`config.mk`:
```
export PLATFORM = sky130hd
export DESIGN_NAME = rmss_mul
export DESIGN_NICKNAME = d
export VERILOG_FILES = /design/src/sv/range_max_subarray_sum_tree_defines.svh /design/src/sv/rmss_pkg.sv /design/src/sv/rmss_mul.sv
export SDC_FILE = /design/constraint.sdc
export NUM_CORES = 1
export LEC_CHECK = 0
export ABC_CLOCK_PERIOD_IN_PS = 15400
export BUFFER_PORTS_ARGS = -buffer_cell sky130_fd_sc_hd__clkbuf_2
export CORE_AREA = 2 2 335 337
export DETAILED_ROUTE_END_ITERATION = 6
export DIE_AREA = 0 0 337 339
export GPL_TIMING_DRIVEN = 0
export PLACE_DENSITY = 0.51
export SYNTH_ARGS = -nofsm -noshare
export SYNTH_HDL_FRONTEND = slang
export SYNTH_SLANG_ARGS = --single-unit
export TNS_END_PERCENT = 20
```
`constraint.sdc`:
```
create_clock -name clk -period 15.4 [get_ports clk]
set_input_delay 0 -clock clk [delete_from_list [all_inputs] [get_ports clk]]
set_output_delay 0 -clock clk [all_outputs]
set_load 0.02 [all_outputs]
```
`src/sv/range_max_subarray_sum_tree_defines.svh`:
```
// Assertion macros used by the block's top module.
`ifndef RANGE_MAX_SUBARRAY_SUM_TREE_DEFINES_SVH
`define RANGE_MAX_SUBARRAY_SUM_TREE_DEFINES_SVH

// Implication checked on every rising clock edge outside reset.
`define RMSS_ASSERT_IMP(label, ante, cons, msg) \
  label: assert property (@(posedge clk) disable iff (!rst_n) (ante) |-> (cons)) \
    else $error(msg);

// Implication whose consequence is checked in the cycle after the antecedent.
`define RMSS_ASSERT_NEXT(label, ante, cons, msg) \
  label: assert property (@(posedge clk) disable iff (!rst_n) (ante) |=> (cons)) \
    else $error(msg);

`endif

```
`src/sv/rmss_pkg.sv`:
```
package rmss_pkg;

  localparam int unsigned LEAVES_DEF = 1024;
  localparam int unsigned IDX_W      = 11;
  localparam int unsigned VAL_W      = 16;
  localparam int unsigned SUM_W      = 32;
  localparam int unsigned ACC_W      = 34;

  // Minus infinity of the max-plus algebra.
  localparam logic signed [SUM_W-1:0] NEG_INF = -32'sh3f3f3f3f;

  typedef logic signed [SUM_W-1:0] ent_t;
  typedef ent_t [8:0] mat_t;

  // Matrix that one leaf value stands for.
  function automatic mat_t leaf_mat(input logic signed [VAL_W-1:0] v);
    mat_t m;
    ent_t e;
    e = ent_t'(v);
    m[0] = e;       m[1] = NEG_INF; m[2] = e;
    m[3] = e;       m[4] = '0;      m[5] = e;
    m[6] = NEG_INF; m[7] = NEG_INF; m[8] = '0;
    return m;
  endfunction

endpackage

```
`src/sv/rmss_mul.sv`:
```
// Sequential max-plus product r = a * b: one entry of r per step, the three
// sums of that entry compared in parallel.
module rmss_mul
  import rmss_pkg::*;
(
  input  logic clk,
  input  logic rst_n,
  input  logic start,
  input  mat_t a,
  input  mat_t b,
  output logic done,
  output mat_t r
);

  logic [3:0] cnt_r, cnt_nxt;
  logic       busy_r, busy_nxt;
  logic [1:0] i_r, i_nxt, j_r, j_nxt;
  logic [1:0] i, j;
  logic signed [ACC_W-1:0] s0, s1, s2, best;
  mat_t r_r;

  // Row and column of the entry in progress, stepped alongside the count.
  assign i = i_r;
  assign j = j_r;

  // Candidate sums for entry (i, j), floored at minus infinity.
  always_comb begin
    logic signed [ACC_W-1:0] m;
    s0 = ACC_W'(a[i*3+0]) + ACC_W'(b[0*3+j]);
    s1 = ACC_W'(a[i*3+1]) + ACC_W'(b[1*3+j]);
    s2 = ACC_W'(a[i*3+2]) + ACC_W'(b[2*3+j]);
    m = ACC_W'(NEG_INF);
    if (s0 > m) m = s0;
    if (s1 > m) m = s1;
    if (s2 > m) m = s2;
    best = m;
  end

  always_comb begin
    busy_nxt = busy_r;
    cnt_nxt  = cnt_r;
    i_nxt    = i_r;
    j_nxt    = j_r;
    if (start) begin
      busy_nxt = 1'b1;
      cnt_nxt  = '0;
      i_nxt    = '0;
      j_nxt    = '0;
    end else if (busy_r) begin
      cnt_nxt = cnt_r + 4'd1;
      if (j_r == 2'd2) begin
        j_nxt = '0;
        i_nxt = i_r + 2'd1;
      end else begin
        j_nxt = j_r + 2'd1;
      end
      if (cnt_r == 4'd8) busy_nxt = 1'b0;
    end
  end

  always_ff @(posedge clk) begin
    if (!rst_n) begin
      busy_r <= 1'b0;
      cnt_r  <= '0;
      i_r    <= '0;
      j_r    <= '0;
    end else begin
      busy_r <= busy_nxt;
      cnt_r  <= cnt_nxt;
      i_r    <= i_nxt;
      j_r    <= j_nxt;
    end
    if (busy_r && !start) r_r[cnt_r] <= best[SUM_W-1:0];
  end

  assign done = busy_r && (cnt_r == 4'd8) && !start;
  always_comb begin
    r = r_r;
    r[8] = best[SUM_W-1:0];
  end

endmodule

```
# After elaboration in Yosys (flattened, before gate mapping)
# Cells that the tools add are included.
[totals]
regBits = 297
inputBits = 579
output_inout_bits = 289
elab_cells = 67
[classes]
add_sub_neg = 10
n_mul = 1
magnitude_cmp = 11
n_eq_ne = 2
n_mux = 22
n_bitwise = 1
reduce_logical = 7
[ops]
columns = ["operator", "count"]
rows = [
  ["32-bit binary-select mux with 4-bit select", 5],
  ["288-bit bitwise mux", 1],
  ["32-bit two-way mux", 8],
  ["32-bit demux with 4-bit select", 1],
  ["32-bit by 32-bit adder with 33-bit output", 3],
  ["33-bit by 34-bit greater-than comparator with 1-bit output", 2],
  ["34-bit two-way mux", 2],
  ["32-bit binary-select mux with 2-bit select", 1],
  ["33-bit by 31-bit greater-than comparator with 1-bit output (second input constant)", 1],
  ["4-bit by 5-bit < comparator with 1-bit output (second input constant)", 3],
  ["5-bit < comparator (second input constant)", 2],
  ["4-bit by 1-bit adder with 5-bit output (second input constant)", 1],
  ["4-bit by 2-bit adder with 5-bit output (second input constant)", 1],
  ["2-bit by 5-bit < comparator with 1-bit output (second input constant)", 1],
  ["3-bit by 5-bit < comparator with 1-bit output (second input constant)", 1],
  ["2-bit by 1-bit adder with 2-bit output (second input constant)", 2],
  ["3-bit by 2-bit adder with 4-bit output (first input constant)", 1],
  ["4-bit by 1-bit adder with 4-bit output (second input constant)", 1],
  ["4-bit == test (second input constant)", 1],
  ["4-bit by 1-bit >= comparator with 1-bit output (second input constant)", 1],
  ["1-bit logical AND", 4],
  ["2-bit by 2-bit multiplier with 4-bit output (second input constant)", 1],
  ["2-bit by 2-bit adder with 3-bit output (first input constant)", 1],
  ["1-bit two-way mux", 3],
  ["6 further kinds", 6],
]

# Longest topological paths before layout
[logic_depth]
depth_word = 11
mapped_depth = 54
ltp_nobuf = 42

# Worst setup path after synthesis
# OpenSTA, ideal clock, no wires.
[synth_path]
path_type = "flip-flop to flip-flop"
from = "register i_r[0], in the netlist i[0]"
to = "register r_r (netlist bit r[124]), data pin"
setup_ns = 0.420
t_arrival_ns = 11.253
t_required_ns = 14.980
slack_ns = 3.727
stages_incl_launch_ff = 50
path_buffers = 13
period_less_slack_ns = 11.673
cell_sequence = "dfxtp_1 clkbuf_1 clkbuf_1 buf_1 inv_1 clkbuf_1 ha_1 clkbuf_1 clkbuf_1 clkbuf_1 mux2i_1 mux2i_1 o21ai_0 ha_1 inv_1 fa_1 nand2b_1 a21oi_1 [14 not listed] o21ai_0 a2111oi_0 o21ai_0 o21ai_0 a41o_1 clkbuf_1 clkbuf_1 a31oi_1 ha_1 a21o_1 a21oi_1 nor2b_1 o21ai_0 nand2b_1 a211oi_1 a31oi_1 clkbuf_1 o41ai_1"
[synth_rtl]
columns = ["item", "line", "rtl"]
rows = [
  ["from (decl)", "rmss_mul.sv:17", "logic [1:0] i_r, i_nxt, j_r, j_nxt;"],
  ["from (signal assigned)", "rmss_mul.sv:70", "i_r <= i_nxt;"],
  ["to (signal, indexed assignment)", "rmss_mul.sv:73", "if (busy_r && !start) r_r[cnt_r] <= best[SUM_W-1:0];"],
  ["to (decl)", "rmss_mul.sv:20", "mat_t r_r;"],
]

==> qor_table.md <==
| Result | Reported |
|---|---|
| Max stage delay on crit path | 0.59 ns |
| Worst endpoint required time | 15.40 ns |
| Number of max-slew violations in the final report | 0 |
| Average vias per placed instance | 5.159 |
| Most frequent cell on the critical path | sky130_fd_sc_hd__clkbuf_2 |
| Setup CP Type | flip-flop to output pin |
| Portion of synthesized cell area occupied by the leading cell type | 0.3129 |
| Slowest stage cell, crit path | sky130_fd_sc_hd__ha_2 |
| Horizontal extent of the die | 337 µm |
| Seq cells post-synth | 265 |
| Slew margin rel. | 0.05022 |
| Share of synthesized registers carrying an async set or reset | 0 |
| Total DRC errors in the routed layout | 0 |
| Floorplan die height | 339 µm |
| Antenna violations before repair | 29 |
| Power density relative to cell area | 161.9 mW/mm² |
| GRT overflow | 0 |
| Area enclosed by the die boundary | 0.1142 mm² |
| Weighted congestion at the end of routability-driven global placement | 0.9618 |
| First-iteration detailed-routing DRC count | 1673 |
| Via count of the first global-routing pass | 24263 |
| Filler cell count | 11766 |
| Ports placed on the boundary | 868 |
| Crit path launch type | flip-flop |
| Transition time of the tightest slew-check pin | 1.425 ns |
| Commonest register cell after synthesis | sky130_fd_sc_hd__edfxtp_1 |
| Total wire length | 140200 µm |
| Max Fclk | 0.06733 GHz |
| Detailed-route via count | 24179 |
| Number of clock sinks | 265 |
| Reg2Reg Depth | 51 |
| CP Data Arrival Time | 14.85 ns |
| Largest voltage drop on the vdd net | 148.9 µV |
| Final hold violations | 0 |
| Final Cell Area | 0.03237 mm² |
| Floorplan core area | 0.1104 mm² |
| TritonCTS clock tree | done |
| Average cell area after synthesis | 10.95 µm² |
| Longest Clk Path Bufs | 3 |
| Count of max-cap constraint violations | 0 |
| Number of enable-type register cells in the synthesized netlist | 256 |
| Number of clock buffers inserted by TritonCTS | 27 |
| Crit share post-route | 0.9644 |
| Total Power | 5.242 mW |
| Synth area leaders | sky130_fd_sc_hd__edfxtp_1 (31%), sky130_fd_sc_hd__mux4_2 (19%), sky130_fd_sc_hd__ha_1 (8.8%) |
| Net count after synthesis | 2998 |
| Timing startpoint of the critical path | i[0] |
| Number of H-tree levels | 1 |
| Worst reg2reg path startpoint | i[0] |
| Setup Skew | 0.04706 ns |
| Outcome | finished clean |
| Num rows | 122 |
| Number of distinct library cells after synthesis | 79 |
| Biggest fanout along the worst timing path | 11 |
| Portion of the post-synthesis area used by sequential elements | 0.3202 |
| First-pass GRT wire length | 189500 µm |
| Final ANT Viol Nets | 0 |
| Clock latency on the worst-skew pair | 0.59 ns |
| Initial core utilization | 0.2226 |
| Min Clock Period, post-route | 14.85 ns |
| WL/cell | 29.92 µm |
| Hold crit path type | primary input to flip-flop |
| Capture instance of the worst register-to-register path | r[60] |
| Reg2Reg Setup Slack | 1.08 ns |
| Nature of the critical path endpoint | output pin |
| P&R area growth vs syn | 31.77% |
| Mapped Cells | 2243 |
| Leak pwr | 13.07 nW |
| Share of cells above drive strength 1 | 0.4000 |
| Cell accounting for the most synthesized area | sky130_fd_sc_hd__edfxtp_1 |
| Total routing usage reported by global routing | 0.2357 |
| Number of nets at the end of the flow | 3922 |
| Yosys warns | 0 |
| Most frequent cell after synthesis | sky130_fd_sc_hd__edfxtp_1 |
| Top post-synthesis cells by count | sky130_fd_sc_hd__edfxtp_1 (256), sky130_fd_sc_hd__mux4_2 (206), sky130_fd_sc_hd__nand2_1 (177) |
| Termination of the worst setup path | r[284] |
| Instance area at placement | 0.03124 mm² |
| Clock-pin slew on the worst setup and hold paths | 0.09 ns |
| IO Port Bufs | 867 |
| Clk root buf | sky130_fd_sc_hd__clkbuf_16 |
| Number of search-and-repair iterations in the first detailed-routing pass | 6 |
| Summed instance area of the synthesized netlist | 0.02457 mm² |
| # setup viols final | 0 |
| Half-perimeter wire length after placement | 121300 µm |
| Pin count of the biggest net entering global routing | 31 |
==> sequential cells by signal (all words and copies together) (netlist names) <==
| signal | count |
|---|---|
| j | 2 |
| i | 2 |
| r | 256 |
| busy_r | 1 |
| cnt_r | 4 |
==> worst max-delay path: cells and delay by family (launching register included) <==
kind	cells	cell delay, ns
simple gates	12	2.87
fa+ha+maj	5	1.72
buf+inv	18	4.83
compound gates	15	4.14
flops	1	0.40
xor+xnor	1	0.24
==> placed cells by master, fill, tap and decap left out, types with 10 or more instances in the layout <==
| cell | instances |
|---|---|
| sky130_fd_sc_hd__clkbuf_16 | 27 |
| sky130_fd_sc_hd__a31oi_1 | 19 |
| sky130_fd_sc_hd__nand2_1 | 177 |
| sky130_fd_sc_hd__mux2i_1 | 156 |
| sky130_fd_sc_hd__o22ai_1 | 31 |
| sky130_fd_sc_hd__diode_2 | 14 |
| sky130_fd_sc_hd__clkbuf_1 | 77 |
| sky130_fd_sc_hd__xnor2_1 | 62 |
| sky130_fd_sc_hd__buf_2 | 10 |
| sky130_fd_sc_hd__and3_1 | 14 |
| sky130_fd_sc_hd__buf_1 | 27 |
| sky130_fd_sc_hd__nand3_1 | 39 |
| sky130_fd_sc_hd__nor3_1 | 20 |
| sky130_fd_sc_hd__o221ai_1 | 25 |
| sky130_fd_sc_hd__nand2b_1 | 27 |
| sky130_fd_sc_hd__a21o_1 | 50 |
| sky130_fd_sc_hd__mux2_2 | 34 |
| sky130_fd_sc_hd__nor2_1 | 122 |
| sky130_fd_sc_hd__and4_1 | 10 |
| sky130_fd_sc_hd__mux4_2 | 206 |
| sky130_fd_sc_hd__clkbuf_2 | 892 |
| sky130_fd_sc_hd__ha_1 | 171 |
| sky130_fd_sc_hd__and2_1 | 25 |
| sky130_fd_sc_hd__o211ai_1 | 10 |
| sky130_fd_sc_hd__edfxtp_1 | 256 |
| sky130_fd_sc_hd__inv_1 | 41 |
| sky130_fd_sc_hd__buf_6 | 15 |
| sky130_fd_sc_hd__a211oi_1 | 15 |
| sky130_fd_sc_hd__o21ai_0 | 128 |
| sky130_fd_sc_hd__nand4_1 | 25 |
| sky130_fd_sc_hd__clkinv_1 | 11 |
| sky130_fd_sc_hd__nor2b_1 | 72 |
| sky130_fd_sc_hd__o21a_1 | 23 |
| sky130_fd_sc_hd__a21oi_1 | 133 |
| sky130_fd_sc_hd__xor2_1 | 28 |
==> through the flow <==
| step | TNS (ns) | setup slack (ns) | utilization | cells | hold slack [ns] |
|---|---|---|---|---|---|
| 2_1_floorplan | 0 | 3.727 | - | 2243 | 0.08276 |
| 3_3_place_gp | -829.01 | -4.129 | 0.2788 | 4598 | 0.2352 |
| 3_5_place_dp | -551.81 | -2.354 | 0.2831 | 4622 | 0.2361 |
| 4_1_cts | 0 | 0.1584 | 0.2927 | 4674 | 0.02043 |
| 5_1_grt | -0.03375 | -0.03375 | 0.2932 | 4682 | 0.04381 |
| 6_report | 0 | 0.5475 | 0.2933 | 4687 | 0.05457 |
==> repair_timing <==
item | in CTS | in global routing
endpoints found under the setup margin | 288 | 37
hold buffers | 2 | 0
gates resized for setup | 55 | 13
endpoints found under the hold margin | 1 | 0
buffers inserted | 4 | 0
pin swaps | 3 | 0
==> report_power, final <==
group / leakage [nW] / internal [mW] / total [mW] / switching [mW]
logic: 10.3 / 1.04 / 3.37 / 2.33
registers: 2.38 / 1.23 / 1.24 / 0.00853
clock network: 0.402 / 0.353 / 0.634 / 0.281
total: 13.1 / 2.63 / 5.24 / 2.62
==> worst min path at each step <==
stage                from     end  depth (start not counted)
floorplan           start    done                          1
global placement    rst_n  busy_r                          2
detailed placement  rst_n  busy_r                          2
CTS                 start  r[135]                          3
global route        start  r[135]                          3
finish              start  r[235]                          3
==> metal layers <==
metal | up-vias | wire length, µm | GRT usage
li1 | 10709 | - | -
met1 | 11956 | 56360 | 0.2882
met2 | 1241 | 66680 | 0.4005
met3 | 255 | 8769 | 0.03375
met4 | 18 | 8305 | 0.1217
met5 | - | 120 | 0
==> cells by family after synthesis <==
| family | share of synthesized area |
|---|---|
| AND/OR/NAND/NOR | 0.1153 |
| AO/OA/AOI/OAI | 0.1422 |
| multiplexers | 0.2680 |
| flip-flops | 0.3202 |
| buffers and inverters | 0.03056 |
| adder cells (fa/ha/maj) | 0.09055 |
| XOR/XNOR | 0.03315 |
==> area by class of cell <==
class,count,area [µm²],share of cell area
Multi-Input combinational cell,1787,16220,0.5011
Sequential cell,265,7868,0.2430
Timing Repair Buffer,897,4746,0.1466
Tap cell,1488,1862,0.05751
Clock buffer,29,683.2,0.02110
Buffer,146,651.9,0.02014
Inverter,43,162.7,0.005024
Clock inverter,18,143.9,0.004445
Antenna cell,14,35.03,0.001082
(Power assumes the default switching activity.)
