--- src/sv/range_max_subarray_sum_tree_defines.svh ---
// Assertion macros used by the block's top module.
`ifndef RANGE_MAX_SUBARRAY_SUM_TREE_DEFINES_SVH
`define RANGE_MAX_SUBARRAY_SUM_TREE_DEFINES_SVH

// Implication checked on every rising clock edge outside reset.
`define RMSS_ASSERT_IMP(label, ante, cons, msg) \
  label: assert property (@(posedge clk) disable iff (!rst_n) (ante) |-> (cons)) \
    else $error(msg);

// Implication whose consequence is checked in the cycle after the antecedent.
`define RMSS_ASSERT_NEXT(label, ante, cons, msg) \
  label: assert property (@(posedge clk) disable iff (!rst_n) (ante) |=> (cons)) \
    else $error(msg);

`endif

--- src/sv/rmss_ram.sv ---
module rmss_ram #(
  parameter int unsigned WIDTH = 32,
  parameter int unsigned DEPTH = 16
) (
  input  logic                     clk,
  input  logic                     wr_en,
  input  logic [$clog2(DEPTH)-1:0] wr_addr,
  input  logic [WIDTH-1:0]         wr_data,
  input  logic [$clog2(DEPTH)-1:0] rd_addr,
  output logic [WIDTH-1:0]         rd_data
);

  logic [WIDTH-1:0] mem [DEPTH];

  // One write port, one registered read port.
  always_ff @(posedge clk) begin
    if (wr_en) begin
      mem[wr_addr] <= wr_data;
    end
    rd_data <= mem[rd_addr];
  end

endmodule

--- config.mk ---
export PLATFORM = sky130hd
export DESIGN_NAME = rmss_ram
export DESIGN_NICKNAME = d
export VERILOG_FILES = /design/src/sv/range_max_subarray_sum_tree_defines.svh /design/src/sv/rmss_ram.sv
export SDC_FILE = /design/constraint.sdc
export NUM_CORES = 1
export LEC_CHECK = 0
export CORE_UTILIZATION = 60
export DETAILED_ROUTE_END_ITERATION = 6
export DONT_BUFFER_PORTS = 1
export PLACE_DENSITY = 0.87
export SLEW_MARGIN = 20
export SYNTH_ARGS = -nofsm -noshare
export SYNTH_HDL_FRONTEND = slang
export SYNTH_SLANG_ARGS = --single-unit
--- constraint.sdc ---
create_clock -name clk -period 4.8 [get_ports clk]
set_input_delay 0.96 -clock clk [delete_from_list [all_inputs] [get_ports clk]]
set_output_delay 0.96 -clock clk [all_outputs]
set_load 0.005 [all_outputs]
Yosys cells after proc, flatten, opt, wreduce, memory -nomap -nowiden
Memory sizes are Yosys's and may differ from the RTL's. A register that Yosys moved wholly into a read port is not among the register bits.
Index checks and enable logic that the tools add are counted.
{"block": "word_totals", "wordCells": 3, "memories": 1, "output_inout_bits": 32, "ramBits": 512, "register_bits": 0, "input_bits": 42}
{"name": "mem", "words": 16, "width": 32, "rd": 1, "rd_ports_with_merged_regs": 1, "write_ports": 1, "line_no": "rmss_ram.sv:13", "rtl": "logic [WIDTH-1:0] mem [DEPTH];"}
{"block": "classes", "mux": 2}
{"op": "$mux W1", "n": 2}

Longest topological paths before layout
Gate-level depths: netlist of the first run.
{"block": "depth", "ltp_word": 2, "ltp_mapped": 5, "mapped_depth_nobuf": 3}

Worst setup path after synthesis of the first run
No wires, ideal clock.
{"block": "synth_path", "path_type": "input -> register", "start": "in wr_addr[2]", "end": "mem mem[0][0], enable pin", "setup_slack_ps": 660, "stages": 2, "setup_time_ps": 461, "n_path_buf": 0, "arrival_time_ps": 3678, "path_cell_list": "or3b_2 > nor3_1"}
{"element": "start, declared", "line_no": "rmss_ram.sv:7", "rtl": "input logic [$clog2(DEPTH)-1:0] wr_addr,"}
{"element": "end, declared", "line_no": "rmss_ram.sv:13"}
No word-level cell before the write port.

Worst setup path after layout of the first run
{"block": "layout_path", "start": "in wr_addr[3]", "end": "mem mem[5][9], enable pin"}
No word-level cell before the write port.

==> results of run 1 <==
==> through the flow <==
stage | instances | worst slack [ns] | cell area [µm²] | total power (W)
finish | 1347 | 2.57 | 22300 | 0.00980
detailed placement | 1249 | 1.90 | 20500 | 0.00573
global placement | 1246 | 1.95 | 20400 | 0.00571
CTS | 1343 | 2.48 | 22200 | 0.00981
global route | 1347 | 2.56 | 22300 | 0.0100
floorplan | 838 | 0.660 | 19900 | 0.00569
==> power by group through the flow <==
| stage | Combinational, W | Clock (W) | Sequential, W |
|---|---|---|---|
| finish | 0.000290 | 0.00415 | 0.00536 |
| global route | 0.000302 | 0.00434 | 0.00537 |
| CTS | 0.000287 | 0.00416 | 0.00536 |
| detailed placement | 0.000276 | 0 | 0.00546 |
| global placement | 0.000265 | 0 | 0.00545 |
| floorplan | 0.000255 | 0 | 0.00544 |
==> worst max path at each step <==
stage / slack [ns] / end / startpoint / cells past startpoint
2_1_floorplan: 0.66 / mem[0][0] / wr_addr[2] / 2
3_3_place_gp: 1.95 / mem[1][23] / wr_addr[2] / 2
3_5_place_dp: 1.90 / mem[3][21] / wr_addr[2] / 2
4_1_cts: 2.48 / mem[2][22] / wr_addr[2] / 2
5_1_grt: 2.56 / mem[6][6] / wr_addr[3] / 3
6_report: 2.57 / mem[5][9] / wr_addr[3] / 3
==> worst register-to-register path, delay by kind of cell (launching register included) <==
kind | cells | cell delay, ns
DFF | 1 | 0.44
and+or+nand+nor | 1 | 0.11
muxes | 1 | 0.56
AOI/OAI and AO/OA | 1 | 0.26
==> area by class of cell <==
class,instances,area share [%]
Clock buffer,67,6.45
Timing Repair Buffer,16,1.13
Clock inverter,27,1.29
Multi-Input combinational cell,251,16.8
Tap cell,442,2.48
Sequential cell,544,71.8
==> routing by layer <==
metal / vias up / GRT usage [%] / routed length, µm
met5: - / 0 / 0
met4: 0 / 9.60 / 1460
met3: 94 / 4.46 / 3710
met2: 584 / 46.3 / 23900
met1: 4791 / 34.1 / 15400
li1: 3621 / - / -
==> cells by family after synthesis <==
kind of cell	count (synthesis)	share of synthesized area, %
AND/OR/NAND/NOR	59	1.27
AO/OA/AOI/OAI	64	2.42
flip-flops	544	80.7
buffers and inverters	43	1.12
multiplexers	128	14.5
==> registers in the layout (all words and copies together), names as in the netlist <==
| register | flops |
|---|---|
| mem | 512 |
| rd_data | 32 |
==> cells in the final DEF (no fill, tap or decap), drive strengths merged <==
cell type    n
edfxtp     512
mux4       128
clkbuf      67
a22oi       64
nand2       33
dfxtp       32
clkinv      18
buf         16
nor2        13
bufinv       6
nor3         4
nor2b        2
nand3b       2
nand2b       2
clkinvlp     2
and2         1
nand3        1
or3b         1
inv          1
==> run_results.csv, run 1 <==
group,metric,value,unit
final_layout,num_antenna_cells,0,
synthesis,yosys_register_bits,544,
pwr,p_sw,0.00191,W
placement,hpwl,21.4,mm
die,row_count,66,
routing,avgRoutedWirePerCell,33.1,µm
synthesis,synth_largest_area_cell,"edfxtp_1",
setup_path,crit_arrival,2.44,ns
sta,rsz0062_at_grt,"false",
final_layout,layout.nets,905,
sta,finalCritPeriodShare,46.4,%
setup_path,slowest_stage,"nor2_4",
synthesis,synthFlopType,"edfxtp_1",
sta,skew,0.0110,ns
sta,slew_viol_final,0,
setup_path,reg2reg_depth,3,
sta,setup_tns,0,ns
synthesis,syn_inst,838,
synthesis,synth-seq-area-share,80.7,%
pwr,internal_power,0.00789,W
setup_path,crit_buf_inv,1,
sta,min_period,2.23,ns
synthesis,yosys.area.top_type_share,77.4,%
sta,slew_headroom,26.3,%
final_layout,final_core_util,68.5,%
setup_path,crit_fanout,19,
routing,vias,9090,
clock_network,postCtsResizedCells,0,
final_layout,syn_to_final_growth,12.3,%
placement,place_congestion,0.709,
sta,tightest_slew,1.10,ns
die,die_y,184,µm
sta,setup_viol,0,
global_route,grt-ovfl-total,0,
global_route,grt_use_total,26.6,%
routing,drtAntennaViolNets,0,
pwr,swShare,19.5,%
placement,io_buffers,0,
final_layout,multi_input_area,0.00375,mm²
setup_path,cp_cell_sequence,"nand3b_1 -> nor2_4 -> buf_4",
final_layout,n_fill_cell,1851,
worst_hold_path,hold_depth,0,
clock_network,postCtsSetupRepairBufs,0,
clock_network,numClockSinks,544,
global_route,grt_pass1_wl,63.7,mm
clock_network,clk_pin_slew,0.07,ns
global_route,grt_pass1_vias,9490,
pwr,peakVddDrop,0.339,mV
clock_network,cts.htree.levels,2,
setup_path,cp-end-kind,"flop",
final_layout,drive_gt1_share,26.7,%
routing,drt_iter0_markers,1096,
global_route,grt_max_degree,129,
clock_network,numCtsBuffers,50,
sta,fmax,449,MHz
routing,drcViolationCount,0,
setup_path,critPathMaxStageDelay,0.61,ns
die,die_x,184,µm
die,initial_utilization,61.0,%
setup_path,crit-reg2reg-launch,"mem[11][13]",
synthesis,ys_types,18,
routing,via_per_inst,6.75,
synthesis,async_flop_share,0,%
setup_path,cp-start-kind,"primary input",
outcome,status,"finished clean",
die,fp.dieArea,0.0338,mm²
global_route,antenna_found_initial,0,
pwr,leakage,6.99,nW
synthesis,synth-edff-count,512,
synthesis,synth_area_leaders,"edfxtp_1 (77%), mux4_2 (15%), dfxtp_1 (3.2%), a22oi_1 (2.4%), nand2_1 (0.62%)",
worst_hold_path,holdPathEnd,"mem[9][15]",
run,cap_violations,0,
setup_path,r2r_end,"rd_data[13]",
clock_network,cts_hold_buf,0,
setup_path,r2r_slack,3.29,ns
setup_path,critPathTopFamily,"simple AND/OR/NAND/NOR gates",
sta,hold_violations,0,
pwr,seqPwrFrac,54.7,%
setup_path,required,5.02,ns
synthesis,synth_common_cells,"edfxtp_1 (512), mux4_2 (128), a22oi_1 (64), nand2_1 (33), dfxtp_1 (32)",
clock_network,clockBufferDepth,3,
synthesis,syn_area_per_cell,23.7,µm²
routing,drt-pass1-iter-count,5,
routing,wl,44.5,mm
synthesis,netlist_area,0.0199,mm²
synthesis,yosysWarningCount,0,
die,core_area,0.0325,mm²
sta,holdWs,0.491,ns
clock_network,cts_tree,"yes",
pwr,clkPwrFrac,42.3,%
die,io_pins,74,
final_layout,seqCellArea,0.0160,mm²
clock_network,clock_latency,0.56,ns
synthesis,synth_most_common_cell,"edfxtp_1",
pwr,p_comb_share,3.0,%
worst_hold_path,min-delay-start,"wr_data[15]",
setup_path,worstSetupPathType,"in -> reg",
pwr,p_per_area,440,mW/mm²
worst_hold_path,hp-class,"in -> reg",
clock_network,clock-root-buffer,"clkbuf_16",
synthesis,syn_nets,880,
(Power assumes the default switching activity.)
==> run 2, diff against run 1 <==
Clock period 4.8 ns to 2.1 ns, I/O delays scaled along.
==> run_results.csv, run 2 (synthesis results as in run 1) <==
group,metric,value,unit
outcome,status,"finished clean",
sta,slew_headroom,39.6,%
sta,tightest_slew,0.903,ns
routing,drtAntennaViolNets,0,
placement,place_congestion,0.777,
clock_network,cts_tree,"yes",
sta,setup_viol,0,
setup_path,worstSetupPathType,"reg -> reg",
setup_path,cp-end-kind,"flop",
sta,hold_violations,0,
pwr,clkPwrFrac,42.1,%
clock_network,numCtsBuffers,51,
final_layout,fin_cells,1388,
die,initial_utilization,61.0,%
sta,holdWs,0.126,ns
worst_hold_path,hp-class,"in -> reg",
final_layout,num_antenna_cells,0,
placement,hpwl,23.9,mm
routing,drt-pass1-iter-count,5,
final_layout,layout_common_cells,"edfxtp_1 (512), mux4_2 (128), a22oi_1 (64)",
routing,drt_iter0_markers,986,
run,cap_violations,0,
pwr,internal_power,0.0182,W
pwr,swShare,19.7,%
pwr,seqPwrFrac,54.0,%
die,row_count,66,
routing,wl,44.4,mm
clock_network,postCtsSetupRepairBufs,0,
clock_network,cts_hold_buf,32,
global_route,grt_pass1_vias,9646,
routing,drcViolationCount,0,
setup_path,cp-start-kind,"flop",
die,fp.dieArea,0.0338,mm²
final_layout,largest_reg_flops,512,
setup_path,required,2.51,ns
pwr,leakage,7.18,nW
final_layout,layout.nets,947,
global_route,grt_pass1_wl,64.6,mm
final_layout,syn_to_final_growth,14.7,%
final_layout,largest-register,"mem",
die,die_x,184,µm
sta,min_period,1.57,ns
final_layout,largestRegisters,"mem: 512 flops, rd_data: 32 flops",
sta,skew,0.0246,ns
clock_network,postCtsResizedCells,0,
global_route,antenna_found_initial,0,
pwr,peakVddDrop,0.760,mV
final_layout,final_common_cell,"edfxtp_1",
global_route,grt_use_total,27.4,%
die,core_area,0.0325,mm²
clock_network,clockBufferDepth,3,
placement,dp.cells,1262,
pwr,power,0.0227,W
sta,setup_tns,0,ns
routing,via_per_inst,6.51,
sta,slew_viol_final,0,
pwr,p_per_area,998,mW/mm²
routing,vias,9042,
sta,finalCritPeriodShare,74.6,%
global_route,grt-ovfl-total,0,
routing,avgRoutedWirePerCell,32.0,µm
placement,io_buffers,0,
setup_path,crit_arrival,1.98,ns
sta,fmax,639,MHz
setup_path,crit_fanout,1,
clock_network,clock-root-buffer,"clkbuf_16",
clock_network,numClockSinks,544,
pwr,p_sw,0.00448,W
sta,rsz0062_at_grt,"false",
pwr,p_comb_share,3.9,%
setup_path,r2r_slack,0.53,ns
clock_network,clk_pin_slew,0.07,ns
final_layout,final_core_util,70.0,%
clock_network,clock_latency,0.56,ns
final_layout,drive_gt1_share,26.4,%
clock_network,cts.htree.levels,2,
die,io_pins,74,
die,die_y,184,µm
global_route,grt_max_degree,129,
[run 2: final timing paths]
path,from,cells after the start,endpoint
max,mem[10][27],3,rd_data[27]
min,wr_addr[1],1,mem[12][28]
max reg2reg,mem[10][27],3,rd_data[27]
min reg2reg,mem[7][3],3,rd_data[3]
[run 2: final cells by class]
| class | instances | area, µm² |
|---|---|---|
| Fill cell | 1855 | 9770 |
| Clock inverter | 19 | 283 |
| Timing Repair Buffer | 57 | 671 |
| Sequential cell | 544 | 16000 |
| Tap cell | 442 | 553 |
| Multi-Input combinational cell | 251 | 3780 |
| Clock buffer | 75 | 1470 |
[run 2: per-stage QoR]
stage	setup WS (ns)	area, µm²
6_report	0.534	22800
5_1_grt	0.554	22800
3_5_place_dp	0.389	20700
2_1_floorplan	-0.348	19900
3_3_place_gp	0.406	20700
4_1_cts	0.546	22800
[run 2: power groups by stage]
stage,clock network [W],registers [W],logic (W)
floorplan,0,0.0124,0.000586
global placement,0,0.0125,0.000649
detailed placement,0,0.0125,0.000670
CTS,0.00964,0.0123,0.000887
global route,0.0101,0.0123,0.000921
finish,0.00956,0.0123,0.000882
[run 2: metal layers]
metal	up-vias	wire (µm)	track usage, %
met4	0	1770	10.9
met5	-	0	0
met2	502	24200	49.5
li1	3698	-	-
met1	4753	15300	32.8
met3	89	3120	4.48
[run 2: critical path: stages (launching register included)]
cell and delay, ns:
edfxtp_1 0.42, mux4_2 0.52, a22oi_1 0.34, nand2_1 0.15
==> run 3, diff against run 2 <==
Settings changed: ABC_AREA set to 1, CORE_UTILIZATION 60 to 57, PLACE_DENSITY 0.87 to 0.86.
Clock period 2.1 ns to 1.32 ns, I/O delays scaled along.
==> run_results.csv, run 3 <==
group,metric,value,unit
pwr,peakVddDrop,1.09,mV
synthesis,yosys_register_bits,544,
global_route,grt_use_total,28.7,%
clock_network,clock-root-buffer,"clkbuf_16",
die,row_count,72,
die,die_x,202,µm
placement,io_buffers,0,
die,fp.dieArea,0.0407,mm²
global_route,grt_pass1_wl,88.7,mm
routing,drt_iter0_markers,2209,
clock_network,clk_pin_slew,0.07,ns
global_route,antenna_found_initial,3,
routing,drt-pass1-iter-count,6,
setup_path,cp-start-kind,"flop",
sta,min_period,1.28,ns
setup_path,crit_arrival,1.02,ns
synthesis,synth_common_cells,"nand2_1 (677), edfxtp_1 (512), inv_1 (388), nand3_1 (385), buf_2 (41)",
global_route,grt_pass1_vias,16246,
synthesis,syn_nets,2162,
placement,hpwl,30.9,mm
placement,pre_cts_ws,-0.0350,ns
clock_network,clock_latency,0.60,ns
sta,finalWorstSetupSlack,0.0365,ns
final_layout,drive_gt1_share,7.36,%
synthesis,netlist_area,0.0227,mm²
clock_network,cts.htree.levels,2,
global_route,grt-ovfl-total,0,
routing,drcViolationCount,0,
final_layout,syn_to_final_growth,13.9,%
pwr,p_per_area,1420,mW/mm²
worst_hold_path,hp-class,"in -> reg",
sta,setup_viol,0,
final_layout,largest_reg_flops,512,
placement,dp.cells,2584,
final_layout,n_fill_cell,2514,
clock_network,numCtsBuffers,53,
sta,slew_headroom,51.6,%
synthesis,yosysWarningCount,0,
synthesis,synth-edff-count,512,
final_layout,largest-register,"mem",
synthesis,synth_area_leaders,"edfxtp_1 (68%), nand2_1 (11%), nand3_1 (8.5%), inv_1 (6.4%), dfxtp_1 (2.8%)",
sta,setup_tns,0,ns
sta,rsz0062_at_grt,"false",
global_route,grt_max_degree,258,
setup_path,worstSetupPathType,"reg -> out",
final_layout,largestRegisters,"mem: 512 flops, rd_data: 32 flops",
run,cap_violations,0,
die,die_y,202,µm
synthesis,synth_most_common_cell,"nand2_1",
die,core_area,0.0390,mm²
routing,wl,57.7,mm
final_layout,layout.nets,2198,
sta,tightest_slew,0.724,ns
outcome,violations,"negative hold slack",
final_layout,final_common_cell,"nand2_1",
sta,finalCritPeriodShare,97.2,%
clock_network,cts_tree,"yes",
routing,via_per_inst,5.80,
synthesis,synth_largest_area_cell,"edfxtp_1",
synthesis,syn_area_per_cell,10.7,µm²
sta,hold_violations,10,
placement,place_congestion,0.858,
setup_path,cp-end-kind,"output port",
setup_path,required,1.06,ns
synthesis,synth-seq-area-share,70.5,%
clock_network,postCtsSetupRepairBufs,0,
synthesis,ys_types,15,
routing,avgRoutedWirePerCell,21.2,µm
clock_network,numClockSinks,544,
die,io_pins,74,
synthesis,yosys.area.top_type_share,67.6,%
setup_path,crit_fanout,1,
outcome,status,"complete, but fails checks",
routing,vias,15788,
die,initial_utilization,58.3,%
synthesis,synthFlopType,"edfxtp_1",
routing,drtAntennaViolNets,0,
clock_network,clockBufferDepth,3,
synthesis,syn_inst,2120,
synthesis,async_flop_share,0,%
sta,holdWs,-0.0356,ns
pwr,leakage,10.9,nW
sta,skew,0.0258,ns
final_layout,fin_cells,2720,
sta,slew_viol_final,0,
final_layout,layout_common_cells,"nand2_1 (672), edfxtp_1 (512), inv_1 (385)",
sta,fmax,779,MHz
run 3: logic make-up after synthesis:
family,count (synthesis),synth area share [%]
buffers and inverters,495,9.54
flip-flops,544,70.5
AND/OR/NAND/NOR,1081,20.0
run 3: final timing paths:
check	cells after the start	slack [ns]	endpoint	startpoint
setup / recovery	0	0.04	rd_data[10]	rd_data[10]
hold / removal	3	-0.04	rd_data[0]	rd_addr[2]
setup reg to reg	6	0.20	rd_data[9]	mem[8][9]
hold reg to reg	6	0.67	rd_data[11]	mem[10][11]
run 3: through the flow:
stage | instance area, µm² | utilization, % | power (W)
detailed placement | 23700 | 60.9 | 0.0215
floorplan | 22900 | - | 0.0211
CTS | 25800 | 66.3 | 0.0366
finish | 25900 | 66.3 | 0.0367
global route | 25900 | 66.3 | 0.0376
global placement | 23700 | 60.9 | 0.0214
run 3: metal layers:
layer | vias up | global-route usage, % | wire length, µm
li1 | 6914 | - | -
met1 | 7435 | 35.1 | 19200
met2 | 1187 | 48.3 | 28500
met3 | 250 | 6.27 | 7400
met4 | 2 | 14.1 | 2610
met5 | - | 0 | 10
run 3: what timing repair did:
item	CTS	global route
gates resized for setup	1	2
hold buffers	34	1
setup endpoints to repair	1	2
endpoints found under the hold margin	544	28
run 3: power breakdown:
| part | leakage (nW) | internal, W | switching [W] |
|---|---|---|---|
| combinational | 5.14 | 0.000662 | 0.00141 |
| sequential | 4.90 | 0.0193 | 0.000190 |
| clock | 0.852 | 0.00881 | 0.00630 |
run 3: area by class of cell:
type	count	area [µm²]	share of cell area (%)
Clock buffer	87	1590	6.16
Clock inverter	12	144	0.556
Timing Repair Buffer	86	1270	4.91
Tap cell	518	648	2.50
Multi-Input combinational cell	1081	4720	18.2
Antenna cell	2	5.00	0.0193
Inverter	390	1480	5.71
Sequential cell	544	16000	61.9
